### config.mk
export PLATFORM = sky130hd
export DESIGN_NAME = utf8_code_point_decoder_core
export DESIGN_NICKNAME = d
export VERILOG_FILES = /design/src/sv/utf8d_pkg.sv /design/src/sv/utf8d_decode.sv /design/src/sv/utf8d_out_reg.sv /design/src/sv/utf8_code_point_decoder_core.sv
export VERILOG_INCLUDE_DIRS = /design/src /design/src/sv
export SDC_FILE = /design/constraint.sdc
export NUM_CORES = 1
export LEC_CHECK = 0
export ABC_AREA = 1
export BUFFER_PORTS_ARGS = -buffer_cell sky130_fd_sc_hd__buf_2
export CAP_MARGIN = 15
export CORE_MARGIN = 5
export CORE_UTILIZATION = 30
export DETAILED_ROUTE_END_ITERATION = 8
export PLACE_DENSITY_LB_ADDON = 0.15
export SKIP_LAST_GASP = 1
export SYNTH_ARGS = -nofsm -noshare
export SYNTH_HDL_FRONTEND = slang
export SYNTH_SLANG_ARGS = --single-unit
export TNS_END_PERCENT = 100
### constraint.sdc
create_clock -name clock -period 4 [get_ports clock]
set_clock_uncertainty 0.15 [all_clocks]
set_input_delay 0.2 -clock clock [delete_from_list [all_inputs] [get_ports clock]]
set_output_delay 0.2 -clock clock [all_outputs]
set_load 0.01 [all_outputs]
### src/sv/assert_macros.svh
// Shared assertion macros for the decoder RTL.
`ifndef ASSERT_MACROS_SVH
`define ASSERT_MACROS_SVH

// Checked on every rising edge while reset is low.
`define ASSERT_CLK(lbl, clk, rst, prop, msg) \
   lbl: assert property (@(posedge clk) disable iff (rst) prop) else $error(msg);

// Checked on every rising edge, reset included.
`define ASSERT_ALWAYS(lbl, clk, prop, msg) \
   lbl: assert property (@(posedge clk) prop) else $error(msg);

`endif

### src/sv/utf8d_pkg.sv
package utf8d_pkg;

   localparam int unsigned CpWidth   = 21;
   localparam int unsigned ByteWidth = 8;
   localparam int unsigned RemWidth  = 2;
   localparam int unsigned LenWidth  = 3;

   localparam logic [CpWidth-1:0] MinCodePointReset = 21'd32;
   localparam logic [5:0] ContMask = 6'h3F;

   // Sequence lengths of a leading byte.
   localparam logic [LenWidth-1:0] LEN_NONE  = 3'd0;
   localparam logic [LenWidth-1:0] LEN_ONE   = 3'd1;
   localparam logic [LenWidth-1:0] LEN_TWO   = 3'd2;
   localparam logic [LenWidth-1:0] LEN_THREE = 3'd3;
   localparam logic [LenWidth-1:0] LEN_FOUR  = 3'd4;

   typedef logic [LenWidth-1:0] seq_len_type;

   typedef struct packed {
      logic               emit;
      logic [CpWidth-1:0] code_point;
      logic               incomplete_error;
   } result_type;

   // Length from the top five bits of a leading byte.
   function automatic seq_len_type lead_length(input logic [ByteWidth-1:0] b);
      seq_len_type len;
      unique case (b[7:3]) inside
         [5'd0:5'd15]:  len = LEN_ONE;
         [5'd16:5'd23]: len = LEN_NONE;
         [5'd24:5'd27]: len = LEN_TWO;
         [5'd28:5'd29]: len = LEN_THREE;
         5'd30:         len = LEN_FOUR;
         default:       len = LEN_NONE;
      endcase
      return len;
   endfunction

   // Payload bits of a leading byte, by sequence length.
   function automatic logic [ByteWidth-1:0] lead_mask(input seq_len_type len);
      logic [ByteWidth-1:0] m;
      unique case (len)
         LEN_ONE:   m = 8'h7F;
         LEN_TWO:   m = 8'h1F;
         LEN_THREE: m = 8'h0F;
         LEN_FOUR:  m = 8'h07;
         default:   m = 8'h00;
      endcase
      return m;
   endfunction

endpackage

### src/sv/utf8d_decode.sv
module utf8d_decode (
   input  logic                          clock,
   input  logic                          reset,
   input  logic                          accept,
   input  logic [7:0]                    data_byte,
   input  logic                          end_of_input,
   input  logic [utf8d_pkg::CpWidth-1:0] min_code_point,
   output utf8d_pkg::result_type         result
);
   import utf8d_pkg::*;
   `include "assert_macros.svh"

   logic [RemWidth-1:0] remaining_ff, remaining_in;
   logic [CpWidth-1:0]  partial_ff, partial_in;

   seq_len_type         len;
   logic [ByteWidth-1:0] lead_bits;
   logic [CpWidth-1:0]  shifted;
   logic [CpWidth-1:0]  cp;
   logic                done;

   always_comb begin
      len       = lead_length(data_byte);
      lead_bits = data_byte & lead_mask(len);
      shifted   = {partial_ff[CpWidth-7:0], data_byte[5:0] & ContMask};

      remaining_in = remaining_ff;
      partial_in   = partial_ff;
      cp           = '0;
      done         = 1'b0;

      if (remaining_ff == '0) begin
         if (len <= LEN_ONE) begin
            cp   = {{(CpWidth-ByteWidth){1'b0}}, lead_bits};
            done = 1'b1;
         end else begin
            partial_in   = {{(CpWidth-ByteWidth){1'b0}}, lead_bits};
            remaining_in = RemWidth'(len - LEN_ONE);
         end
      end else begin
         remaining_in = remaining_ff - 1'b1;
         partial_in   = shifted;
         if (remaining_ff == 2'd1) begin
            cp         = shifted;
            partial_in = '0;
            done       = 1'b1;
         end
      end

      result.emit             = done && (cp >= min_code_point);
      result.code_point       = cp;
      result.incomplete_error = 1'b0;

      // The stream ended while the sequence still wants bytes.
      if (!done && end_of_input) begin
         remaining_in            = '0;
         partial_in              = '0;
         result.emit             = 1'b1;
         result.code_point       = '0;
         result.incomplete_error = 1'b1;
      end
   end

   always_ff @(posedge clock) begin
      if (reset) begin
         remaining_ff <= '0;
         partial_ff   <= '0;
      end else if (accept) begin
         remaining_ff <= remaining_in;
         partial_ff   <= partial_in;
      end
   end

   `ASSERT_CLK(a_idle_partial_clear, clock, reset,
      (remaining_ff == 2'd0) |-> (partial_ff == '0), "partial value left over between sequences")
   `ASSERT_CLK(a_partial_width, clock, reset,
      ((remaining_ff == 2'd3) |-> (partial_ff[CpWidth-1:3] == '0)) and
      ((remaining_ff == 2'd2) |-> (partial_ff[CpWidth-1:9] == '0)) and
      ((remaining_ff == 2'd1) |-> (partial_ff[CpWidth-1:15] == '0)),
      "partial value wider than the bytes gathered so far")

endmodule

### src/sv/utf8d_out_reg.sv
module utf8d_out_reg (
   input  logic                          clock,
   input  logic                          reset,
   input  logic                          load,
   input  utf8d_pkg::result_type         result,
   output logic                          can_load,
   output logic                          rsp_valid,
   input  logic                          rsp_ready,
   output logic [utf8d_pkg::CpWidth-1:0] rsp_code_point,
   output logic                          rsp_incomplete_error
);
   import utf8d_pkg::*;
   `include "assert_macros.svh"

   logic               valid_ff, valid_in;
   logic [CpWidth-1:0] cp_ff;
   logic               err_ff;

   // A waiting beat leaves at the same edge that a new one arrives.
   assign can_load = !valid_ff || rsp_ready;

   always_comb begin
      valid_in = valid_ff;
      if (load) begin
         valid_in = result.emit;
      end else if (rsp_ready) begin
         valid_in = 1'b0;
      end
   end

   always_ff @(posedge clock) begin
      if (reset) begin
         valid_ff <= 1'b0;
      end else begin
         valid_ff <= valid_in;
      end
   end

   always_ff @(posedge clock) begin
      if (load && result.emit) begin
         cp_ff  <= result.code_point;
         err_ff <= result.incomplete_error;
      end
   end

   assign rsp_valid            = valid_ff;
   assign rsp_code_point       = cp_ff;
   assign rsp_incomplete_error = err_ff;

   `ASSERT_CLK(a_error_zero_cp, clock, reset,
      (valid_ff && err_ff) |-> (cp_ff == '0), "error beat carries a nonzero code point")
   `ASSERT_CLK(a_load_shows, clock, reset,
      (load && result.emit) |=> valid_ff, "emitted result did not reach the output")

endmodule

### src/sv/utf8_code_point_decoder_core.sv
// Channel | Direction | Handshake           | Payload
// req     | in        | req_valid/req_ready | req_data_byte, req_end_of_input
// rsp     | out       | rsp_valid/rsp_ready | rsp_code_point, rsp_incomplete_error
// csr     | in        | csr_write_enable    | csr_write_data (min_code_point)
//
// One byte per cycle unless stalled; its result, if any, shows in the next cycle.
// Decoding runs in one pass from the sequence state registers into the output register.
// A held result stalls input only while rsp_ready is low.
// Reset clears the sequence state, drops any held beat and sets min_code_point to 32.
module utf8_code_point_decoder_core (
   input  logic                          clock,
   input  logic                          reset,
   input  logic                          req_valid,
   output logic                          req_ready,
   input  logic [7:0]                    req_data_byte,
   input  logic                          req_end_of_input,
   output logic                          rsp_valid,
   input  logic                          rsp_ready,
   output logic [utf8d_pkg::CpWidth-1:0] rsp_code_point,
   output logic                          rsp_incomplete_error,
   input  logic                          csr_write_enable,
   input  logic [utf8d_pkg::CpWidth-1:0] csr_write_data
);
   import utf8d_pkg::*;

   logic [CpWidth-1:0] min_cp_ff;
   logic               accept;
   logic               can_load;
   result_type         result;

   always_ff @(posedge clock) begin
      if (reset) begin
         min_cp_ff <= MinCodePointReset;
      end else if (csr_write_enable) begin
         min_cp_ff <= csr_write_data;
      end
   end

   assign req_ready = can_load;
   assign accept    = req_valid && can_load;

   utf8d_decode u_decode (
      .clock          (clock),
      .reset          (reset),
      .accept         (accept),
      .data_byte      (req_data_byte),
      .end_of_input   (req_end_of_input),
      .min_code_point (min_cp_ff),
      .result         (result)
   );

   utf8d_out_reg u_out_reg (
      .clock                (clock),
      .reset                (reset),
      .load                 (accept),
      .result               (result),
      .can_load             (can_load),
      .rsp_valid            (rsp_valid),
      .rsp_ready            (rsp_ready),
      .rsp_code_point       (rsp_code_point),
      .rsp_incomplete_error (rsp_incomplete_error)
   );

endmodule
# Word level (Yosys, flattened, before mapping)

Index checks and enable logic that the tools add are counted.

Output and inout port bits: 24
Register bits: 61
Word-level logic and storage cells: 55
Input bits: 35

Bitwise gates (word level): 1
$lt $le $gt $ge: 8
Equality and inequality tests: 7
Reduce and logical (&&, ||, !) cells: 13
Mux-type cells: 18
$add $sub $neg: 2

Operators with widths:

| operator                                                                             | number |
|---|---|
| 15-bit two-way mux                                                                   | 4 |
| 21-bit two-way mux                                                                   | 2 |
| 7-bit one-hot mux with 4 select lines                                                | 1 |
| 23-bit two-way mux                                                                   | 1 |
| 21-bit greater-or-equal comparator                                                   | 1 |
| 3-bit one-hot mux with 4 select lines                                                | 1 |
| 5-bit greater-or-equal comparator (second input constant)                            | 2 |
| 5-bit less-or-equal comparator (second input constant)                               | 2 |
| 8-bit by 7-bit AND with 8-bit output                                                 | 1 |
| 8-bit two-way mux                                                                    | 1 |
| 1-bit logical AND                                                                    | 7 |
| 3-bit by 2-bit equality test with 1-bit output (second input constant)               | 2 |
| 2-bit two-way mux                                                                    | 3 |
| 5-bit equality test (second input constant)                                          | 1 |
| 5-bit by 1-bit greater-or-equal comparator with 1-bit output (second input constant) | 1 |
| 5-bit by 4-bit less-or-equal comparator with 1-bit output (second input constant)    | 1 |
| 1-bit two-way mux                                                                    | 5 |
| 2-bit by 1-bit subtractor with 2-bit output (second input constant)                  | 2 |
| 3-bit by 1-bit equality test with 1-bit output (second input constant)               | 1 |
| 3-bit equality test (second input constant)                                          | 1 |
| 3-bit by 1-bit less-or-equal comparator with 1-bit output (second input constant)    | 1 |
| 3-bit inequality test (second input constant)                                        | 1 |
| 2-bit by 1-bit equality test with 1-bit output (second input constant)               | 1 |
| 1-bit zero test                                                                      | 2 |
| 4 further kinds                                                                      | 4 |

# Depth between registers and ports, before layout

Gate-level depths: netlist of the first run.

Word-level depth: 12
Gate-level depth with buffers: 24
Gate-level depth less buffers: 24

# Hierarchy

A second synthesis of the first run with hierarchy kept.

Cells, all modules: 487
Area total of the unflattened synthesis: 3488.3 um^2

By module, submodules not included:

| module                       | seq. area each (um^2) | cells an instance | area an instance (um^2) | times used |
|---|---|---|---|---|
| utf8d_decode                 | 340.3                 | 322               | 1869.3                  | 1 |
| utf8_code_point_decoder_core | 420.4                 | 135               | 907.1                   | 1 |
| utf8d_out_reg                | 680.7                 | 30                | 711.9                   | 1 |

# Worst setup path after synthesis of the first run

Ideal clock, no wire load.

Path kind: register to register
From: register u_decode.remaining_ff[1]
To: register u_out_reg.cp_ff[0] (netlist: u_out_reg.rsp_code_point[0]) (enable)
Path buffers: 2
Cell stages (with the launch flop): 17
Clock period less this slack: 3109 ps
Library setup time: 377 ps
Setup slack: 891 ps
Arrival time: 2582 ps
Required time: 3473 ps
Cells stage by stage: dfxtp_1 buf_2 clkinv_1 nand2_2 clkbuf_1 nor2_1 ha_1 nand2_1 nor2_1 nand2_1 nor2_1 nand2_1 nand4_1 nand2_1 nand2_1 nand2_1 inv_1

Word-level cells in the longest chain between the ends: 7
Elaborated cells between the ends (all ways): 12
Classes of those cells: order compare: 1; eq/ne: 1; mux: 5; reduce/logical: 5

RTL lines:

| element                                        | line                | source |
|---|---|---|
| start: declaration                             | utf8d_decode.sv:13  | `logic [RemWidth-1:0] remaining_ff, remaining_in;` |
| start signal: assignment                       | utf8d_decode.sv:69  | `remaining_ff <= remaining_in;` |
| 2-bit by 1-bit equality test with 1-bit output | utf8d_decode.sv:43  | `if (remaining_ff == 2'd1) begin` |
| 21-bit two-way mux                             | utf8d_decode.sv:43  |  |
| 21-bit two-way mux (*)                         | utf8d_decode.sv:32  | `if (remaining_ff == '0) begin` |
| named net u_decode.cp[12]                      | utf8d_decode.sv:19  | `logic [CpWidth-1:0] cp;` |
| 21-bit greater-or-equal comparator (*)         | utf8d_decode.sv:50  | `result.emit = done && (cp >= min_code_point);` |
| 1-bit logical AND (*)                          | utf8d_decode.sv:50  |  |
| 23-bit two-way mux (*)                         | utf8d_decode.sv:55  | `if (!done && end_of_input) begin` |
| 1-bit logical AND (*)                          | utf8d_out_reg.sv:40 | `if (load && result.emit) begin` |
| end signal: assignment                         | utf8d_out_reg.sv:41 | `cp_ff <= result.code_point;` |
| end: declaration                               | utf8d_out_reg.sv:16 | `logic [CpWidth-1:0] cp_ff;` |

Mark *: on every way through the listed nets, which the timed path passes. The rest lies on a longest branch.
A chain may end at the register's enable or synchronous reset.

# Final worst setup path of the first run

From: register u_decode.remaining_ff[1]
To: register u_out_reg.cp_ff[2] (netlist: u_out_reg.rsp_code_point[2]) (enable)

Same word-level chain as after synthesis.

==> results of run 1 <==
-- metal layers --
metal	part of all wire, %	up-vias	routed length [µm]	GRT usage, %
li1	-	1467	-	-
met1	48	1219	3880	16.9
met2	44	56	3560	20.6
met3	4.6	15	365	2.81
met4	2.5	0	203	6.09
met5	0	-	0	0
-- state kept, by name, summed over array words and instances, names as in the netlist --
| name | cells |
|---|---|
| u_out_reg.rsp_incomplete_error | 1 |
| u_decode.remaining_ff | 2 |
| u_decode.partial_ff | 15 |
| u_out_reg.rsp_valid | 1 |
| u_out_reg.rsp_code_point | 21 |
| min_cp_ff | 21 |
-- kinds of logic (layout without fill, tap and decap cells) --
kind of cell               Yosys count  count (layout)
AOI/OAI and AO/OA                   85              85
adders and majority gates           25              25
buffers and inverters               85             164
DFF                                 61              61
and+or+nand+nor                    155             155
-- metrics by stage --
| step | hold slack, ns | instances | util [%] | worst slack, ns |
|---|---|---|---|---|
| 2_1_floorplan | 0.119 | 411 | - | 0.891 |
| 3_5_place_dp | 0.274 | 597 | 35.2 | 0.706 |
| 6_report | 0.00427 | 626 | 38.2 | 0.956 |
| 3_3_place_gp | 0.267 | 597 | 35.2 | 0.786 |
| 5_1_grt | 0.0118 | 626 | 38.2 | 0.561 |
| 4_1_cts | 0.00114 | 626 | 38.2 | 0.921 |
-- final timing paths --
check	cells after the start	end	start	slack, ns
setup reg to reg	16	u_out_reg.rsp_code_point[2]	u_decode.remaining_ff[1]	0.96
hold reg to reg	2	min_cp_ff[1]	min_cp_ff[1]	0.32
hold / removal	3	min_cp_ff[13]	csr_write_data[13]	0.004
setup / recovery	16	u_out_reg.rsp_code_point[2]	u_decode.remaining_ff[1]	0.96
-- cell usage after synthesis --
cell type | count | area, µm²
nand2_1 | 78 | 293
inv_1 | 69 | 259
nor2_1 | 48 | 180
a21oi_1 | 45 | 225
dfxtp_1 | 39 | 781
o21ai_0 | 31 | 155
ha_1 | 25 | 313
edfxtp_1 | 22 | 661
nand3_1 | 10 | 50.1
clkbuf_1 | 8 | 30.0
nand2_2 | 4 | 25.0
buf_2 | 3 | 15.0
nand4_1 | 3 | 18.8
o21ai_1 | 3 | 15.0
and3_1 | 2 | 12.5
nand2_4 | 2 | 22.5
nand3b_1 | 2 | 15.0
nor2_4 | 2 | 22.5
nor3_1 | 2 | 10.0
o22ai_1 | 2 | 12.5
a21o_1 | 1 | 7.51
a21oi_2 | 1 | 8.76
buf_6 | 1 | 11.3
clkinv_1 | 1 | 3.75
inv_2 | 1 | 3.75
inv_4 | 1 | 6.26
inv_6 | 1 | 8.76
nand3_4 | 1 | 17.5
nor3_2 | 1 | 10.0
o211ai_1 | 1 | 7.51
o31ai_2 | 1 | 12.5
-- timing repair --
action | CTS | global route
hold buffers | 13 | 0
buffers inserted | 0 | 0
hold endpoints to repair | 11 | 0
-- final cells by class --
| cell class | count | area (µm²) |
|---|---|---|
| Fill cell | 1125 | 6410 |
| Sequential cell | 61 | 1440 |
| Clock buffer | 11 | 131 |
| Inverter | 73 | 282 |
| Multi-Input combinational cell | 265 | 1430 |
| Clock inverter | 5 | 52.6 |
| Tap cell | 136 | 170 |
| Timing Repair Buffer | 75 | 450 |
-- worst max-delay path, cell delays in order, from the launching register on --
cell and delay (ns):
dfxtp_1 0.53, clkinv_1 0.16, nand2_2 0.16, buf_4 0.31, nor2_1 0.11, ha_1 0.32
nand2_1 0.07, nor2_1 0.13, nand2_1 0.08, nor2_1 0.10, nand2_1 0.06, nand4_1 0.08
nand2_1 0.05, nand2_1 0.05, nand2_1 0.06, inv_1 0.08, buf_4 0.21
-- cell usage in the layout, fill, tap and decap left out, types with 2 or more instances in the layout --
cell           Yosys  routed
a21oi_1           45      45
and3_1             2       2
buf_2              3      58
buf_4              0       4
clkbuf_1           8       2
clkbuf_8           0       9
clkinv_2           0       3
dfxtp_1           39      39
dlygate4sd3_1      0      13
edfxtp_1          22      22
ha_1              25      25
inv_1             69      69
nand2_1           78      78
nand2_2            4       4
nand2_4            2       2
nand3_1           10      10
nand3b_1           2       2
nand4_1            3       3
nor2_1            48      48
nor2_4             2       2
nor3_1             2       2
o21ai_0           31      31
o21ai_1            3       3
o22ai_1            2       2
-- power breakdown --
part / internal, mW / switching [mW]
Sequential: 0.680 / 0.0135
Clock: 0.285 / 0.245
Combinational: 0.0961 / 0.161
Total: 1.06 / 0.420
==> results.py, run 1 <==
metrics = {
    "sta": {
        "fmax_mhz": 328,
        "post-route-period-util_pct": 76.1,
        "slew_violations": 0,
        "post-route-min-period_ns": 3.04,
        "final-setup-viol-count": 0,
        "tns_ns": 0,
        "slew_headroom_pct": 36.2,
        "hold_viol": 0,
        "worst_pin_slew_ns": 0.956,
        "rsz0062_at_grt": "false",
    },
    "setup_path": {
        "worstPathRequired_ns": 3.89,
        "cp.arrival_ns": 2.93,
        "crit_fanout": 29,
        "end_kind": "flip-flop",
        "start_kind": "flip-flop",
        "criticalPathCategory": "flip-flop to flip-flop",
    },
    "grt": {
        "track_usage_pct": 13.0,
        "grt_pass1_vias": 2760,
        "grt_pass1_wl_um": 13100,
        "overflow": 0,
        "antenna_found_initial": 0,
        "grt_max_degree": 40,
    },
    "cells_and_area": {
        "post_route_cells_drive_above_1_share_pct": 18.6,
        "diodes": 0,
        "fin_area_mm2": 0.00396,
        "syn_to_final_growth_pct": 23.3,
        "nets": 545,
    },
    "synth": {
        "synth_compound_area_share_pct": 13.8,
        "synth_fp_nets": 471,
        "syn_inst": 411,
        "synth_seq_cells": 61,
        "yosys_warnings": 0,
        "synth_fa_ha_area_share_pct": 9.74,
        "ys_seq_area_share_pct": 44.9,
        "synth_top_family_by_area": "simple AND/OR/NAND/NOR gates",
        "ys_types": 31,
        "syn_area_mm2": 0.00321,
        "synthMuxAreaShare_pct": 0,
        "syn_avg_cell_area_um2": 7.82,
        "synthSimpleGateAreaFrac_pct": 21.1,
        "synth-xor-area-share_pct": 0,
    },
    "clock_tree": {
        "cts.repair.resized": 0,
        "clk_pin_slew_ns": 0.07,
        "cts_tree": "built",
        "h-tree-depth": 3,
        "cts_buffers": 9,
        "clk_latency_ns": 0.34,
        "cts_buffer_depth": 2,
        "clock_sinks": 61,
        "root_buffer": "clkbuf_8",
    },
    "die": {
        "core_area_mm2": 0.0104,
        "die_area_mm2": 0.0129,
        "die_y_um": 113,
        "start_util_pct": 31.0,
        "rows": 37,
        "io_pins": 59,
        "die_w_um": 113,
    },
    "drt": {
        "via_per_inst": 4.40,
        "num_vias": 2757,
        "ant_nets": 0,
        "first_pass_iters": 4,
        "drtIter0Drc": 91,
        "wire_per_inst_um": 12.8,
        "post-route-drc-count": 0,
        "routed_wl_um": 8000,
    },
    "hold_path": {
        "hold_path.class": "input pin to flip-flop",
    },
    "power": {
        "vdd_drop_max_mv": 0.173,
        "power_density_mw_per_mm2": 374,
        "p_leak_nw": 1.81,
        "power_mw": 1.48,
    },
    "placed_design": {
        "place_area_mm2": 0.00365,
        "numPortBuffers": 58,
        "hpwl_um": 6250,
        "gp_congestion": 0.862,
    },
    "outcome": {
        "outcome": "complete, no violations",
    },
    "job": {
        "maxCapViolCount": 0,
    },
}
(Power assumes the default switching activity.)
==> inputs of run 2 (changes only) <==
==> constraint.sdc (replaced) <==
create_clock -name clock -period 2.5 [get_ports clock]
set_clock_uncertainty 0.15 [all_clocks]
set_input_delay 0.125 -clock clock [delete_from_list [all_inputs] [get_ports clock]]
set_output_delay 0.125 -clock clock [all_outputs]
set_load 0.01 [all_outputs]
==> results.py, run 2 (synthesis results as in run 1) <==
metrics = {
    "power": {
        "sw_frac_of_total_pct": 29.3,
        "power_frac_seq_pct": 42.9,
        "p_leak_nw": 2.13,
        "vdd_drop_max_mv": 0.224,
        "power_frac_clock_pct": 33.9,
        "power_density_mw_per_mm2": 541,
        "switching_power_mw": 0.757,
        "power_mw": 2.59,
        "comb_power_share_pct": 23.1,
        "internal-power_mw": 1.83,
    },
    "cells_and_area": {
        "nets": 605,
        "finalNonFillerCells": 686,
        "post_route_cells_drive_above_1_share_pct": 31.6,
        "register_area_mm2": 0.00145,
        "layout_commonest_cell": "nand2_1",
        "diodes": 0,
        "fin_area_mm2": 0.00479,
        "multi_input_comb_area_mm2": 0.00166,
        "final_util_pct": 46.2,
        "final_cell_mix": "nand2_1, inv_1, buf_2, a21oi_1, buf_4",
        "syn_to_final_growth_pct": 48.9,
        "fillCellCount": 1062,
    },
    "setup_path": {
        "crit_fanout": 7,
        "criticalPathCategory": "input pin to flip-flop",
        "cp.arrival_ns": 2.61,
        "worstPathRequired_ns": 2.40,
        "end_kind": "flip-flop",
        "start_kind": "input pin",
    },
    "drt": {
        "post-route-drc-count": 0,
        "route.met2.wl_um": 4200,
        "routed_wl_um": 8700,
        "top_layer": "met4",
        "drtIter0Drc": 185,
        "ant_nets": 0,
        "wl_met1_um": 3990,
        "via_per_inst": 4.35,
        "first_pass_iters": 5,
        "wl_met3_um": 396,
        "num_vias": 2986,
        "wire_per_inst_um": 12.7,
    },
    "die": {
        "rows": 37,
        "die_y_um": 113,
        "io_pins": 59,
        "die_area_mm2": 0.0129,
        "core_area_mm2": 0.0104,
        "die_w_um": 113,
        "start_util_pct": 31.0,
    },
    "sta": {
        "rsz0062_at_grt": "true",
        "post-route-min-period_ns": 2.70,
        "post-route-period-util_pct": 108,
        "worst_pin_slew_ns": 0.729,
        "slew_violations": 0,
        "slew_headroom_pct": 51.3,
        "hold_viol": 0,
        "final-setup-viol-count": 23,
        "fin_ws_ns": -0.200,
        "fmax_mhz": 370,
    },
    "clock_tree": {
        "h-tree-depth": 3,
        "clk_pin_slew_ns": 0.07,
        "cts_tree": "built",
        "cts_buffer_depth": 2,
        "cts_buffers": 9,
        "clk_latency_ns": 0.33,
        "clock_sinks": 61,
        "root_buffer": "clkbuf_8",
    },
    "grt": {
        "track_usage_pct": 13.8,
        "grt_max_degree": 29,
        "grt_pass1_vias": 3024,
        "grt_pass1_wl_um": 14200,
        "antenna_found_initial": 0,
        "overflow": 0,
    },
    "placed_design": {
        "gp_congestion": 0.803,
        "pre_cts_ws_ns": -0.604,
        "hpwl_um": 6560,
        "place_area_mm2": 0.00399,
        "numPortBuffers": 58,
        "numPlacedInstances": 632,
    },
    "outcome": {
        "violations": "negative setup slack",
        "outcome": "finished with violations",
    },
    "hold_path": {
        "hold_path.class": "input pin to flip-flop",
    },
    "job": {
        "maxCapViolCount": 0,
    },
}
==> run 2: cell count changes in the layout (fill, tap and decap cells not counted), moves of 5 or more <==
cell | previous run | this run
inv_1 | 69 | 61
buf_4 | 4 | 42
ha_1 | 25 | 18
nor2_1 | 48 | 41
buf_6 | 0 | 6
dlygate4sd3_1 | 13 | 29
nand2_1 | 78 | 73
ha_4 | 0 | 6
==> run 2: power groups by stage <==
stage	clock network, mW	registers [mW]	logic, mW
after detailed placement	0	1.13	0.487
after global routing	0.953	1.12	0.673
after global placement	0	1.13	0.483
final	0.878	1.11	0.598
after CTS	0.907	1.11	0.564
after floorplan	0	1.14	0.279
==> run 2: repair_timing <==
| item | CTS | global route |
|---|---|---|
| pin swaps | 9 | 28 |
| endpoints found under the setup margin | 23 | 23 |
| gates cloned | 1 | 0 |
| resized for setup | 25 | 37 |
| hold buffers | 29 | 0 |
| buffers inserted | 8 | 3 |
| hold endpoints to repair | 27 | 0 |
==> run 2: critical path, cell delays in order <==
cell,delay [ns]
buf_8,0.08
nand2_8,0.06
inv_8,0.05
nand3_4,0.07
nand2_4,0.10
ha_4,0.17
inv_4,0.04
a21oi_4,0.13
inv_2,0.07
o31ai_4,0.22
inv_2,0.11
nor2_4,0.10
inv_2,0.05
ha_4,0.25
nand2_2,0.05
nor2_2,0.08
nand2_1,0.05
nor2_1,0.09
nand2_1,0.06
nand4_1,0.10
nand2_1,0.07
nand2_1,0.07
nand2_2,0.07
clkinvlp_4,0.10
buf_6,0.11
buf_12,0.11
==> run 2: final cells by class <==
type	count	area share (%)
clock buffers	9	2.59
clock inverters	7	1.57
inverters	73	6.25
multi-input cells	265	34.6
flip-flops and latches	61	30.3
well taps	136	3.56
repair buffers	135	21.2
==> run 2: metrics by stage <==
| stage | TNS (ns) | hold WS (ns) |
|---|---|---|
| after floorplan | -6.76 | 0.0441 |
| after global placement | -11.66 | 0.211 |
| after detailed placement | -13.49 | 0.218 |
| after CTS | -4.65 | 0.0143 |
| after global routing | -7.66 | 0.0190 |
| final | -3.97 | 0.0394 |
==> run 2: final timing paths <==
check,start,endpoint,slack (ns),cells after the start
hold / removal,reset,u_decode.partial_ff[6],0.04,2
setup reg to reg,u_decode.remaining_ff[1],u_out_reg.rsp_code_point[16],-0.19,16
setup / recovery,req_data_byte[7],u_out_reg.rsp_code_point[16],-0.20,26
hold reg to reg,min_cp_ff[19],min_cp_ff[19],0.32,2
==> run 2: layer usage <==
metal	vias up	track usage, %
li1	1594	-
met1	1317	17.2
met2	65	24.0
met3	10	3.29
met4	0	3.61
met5	-	0
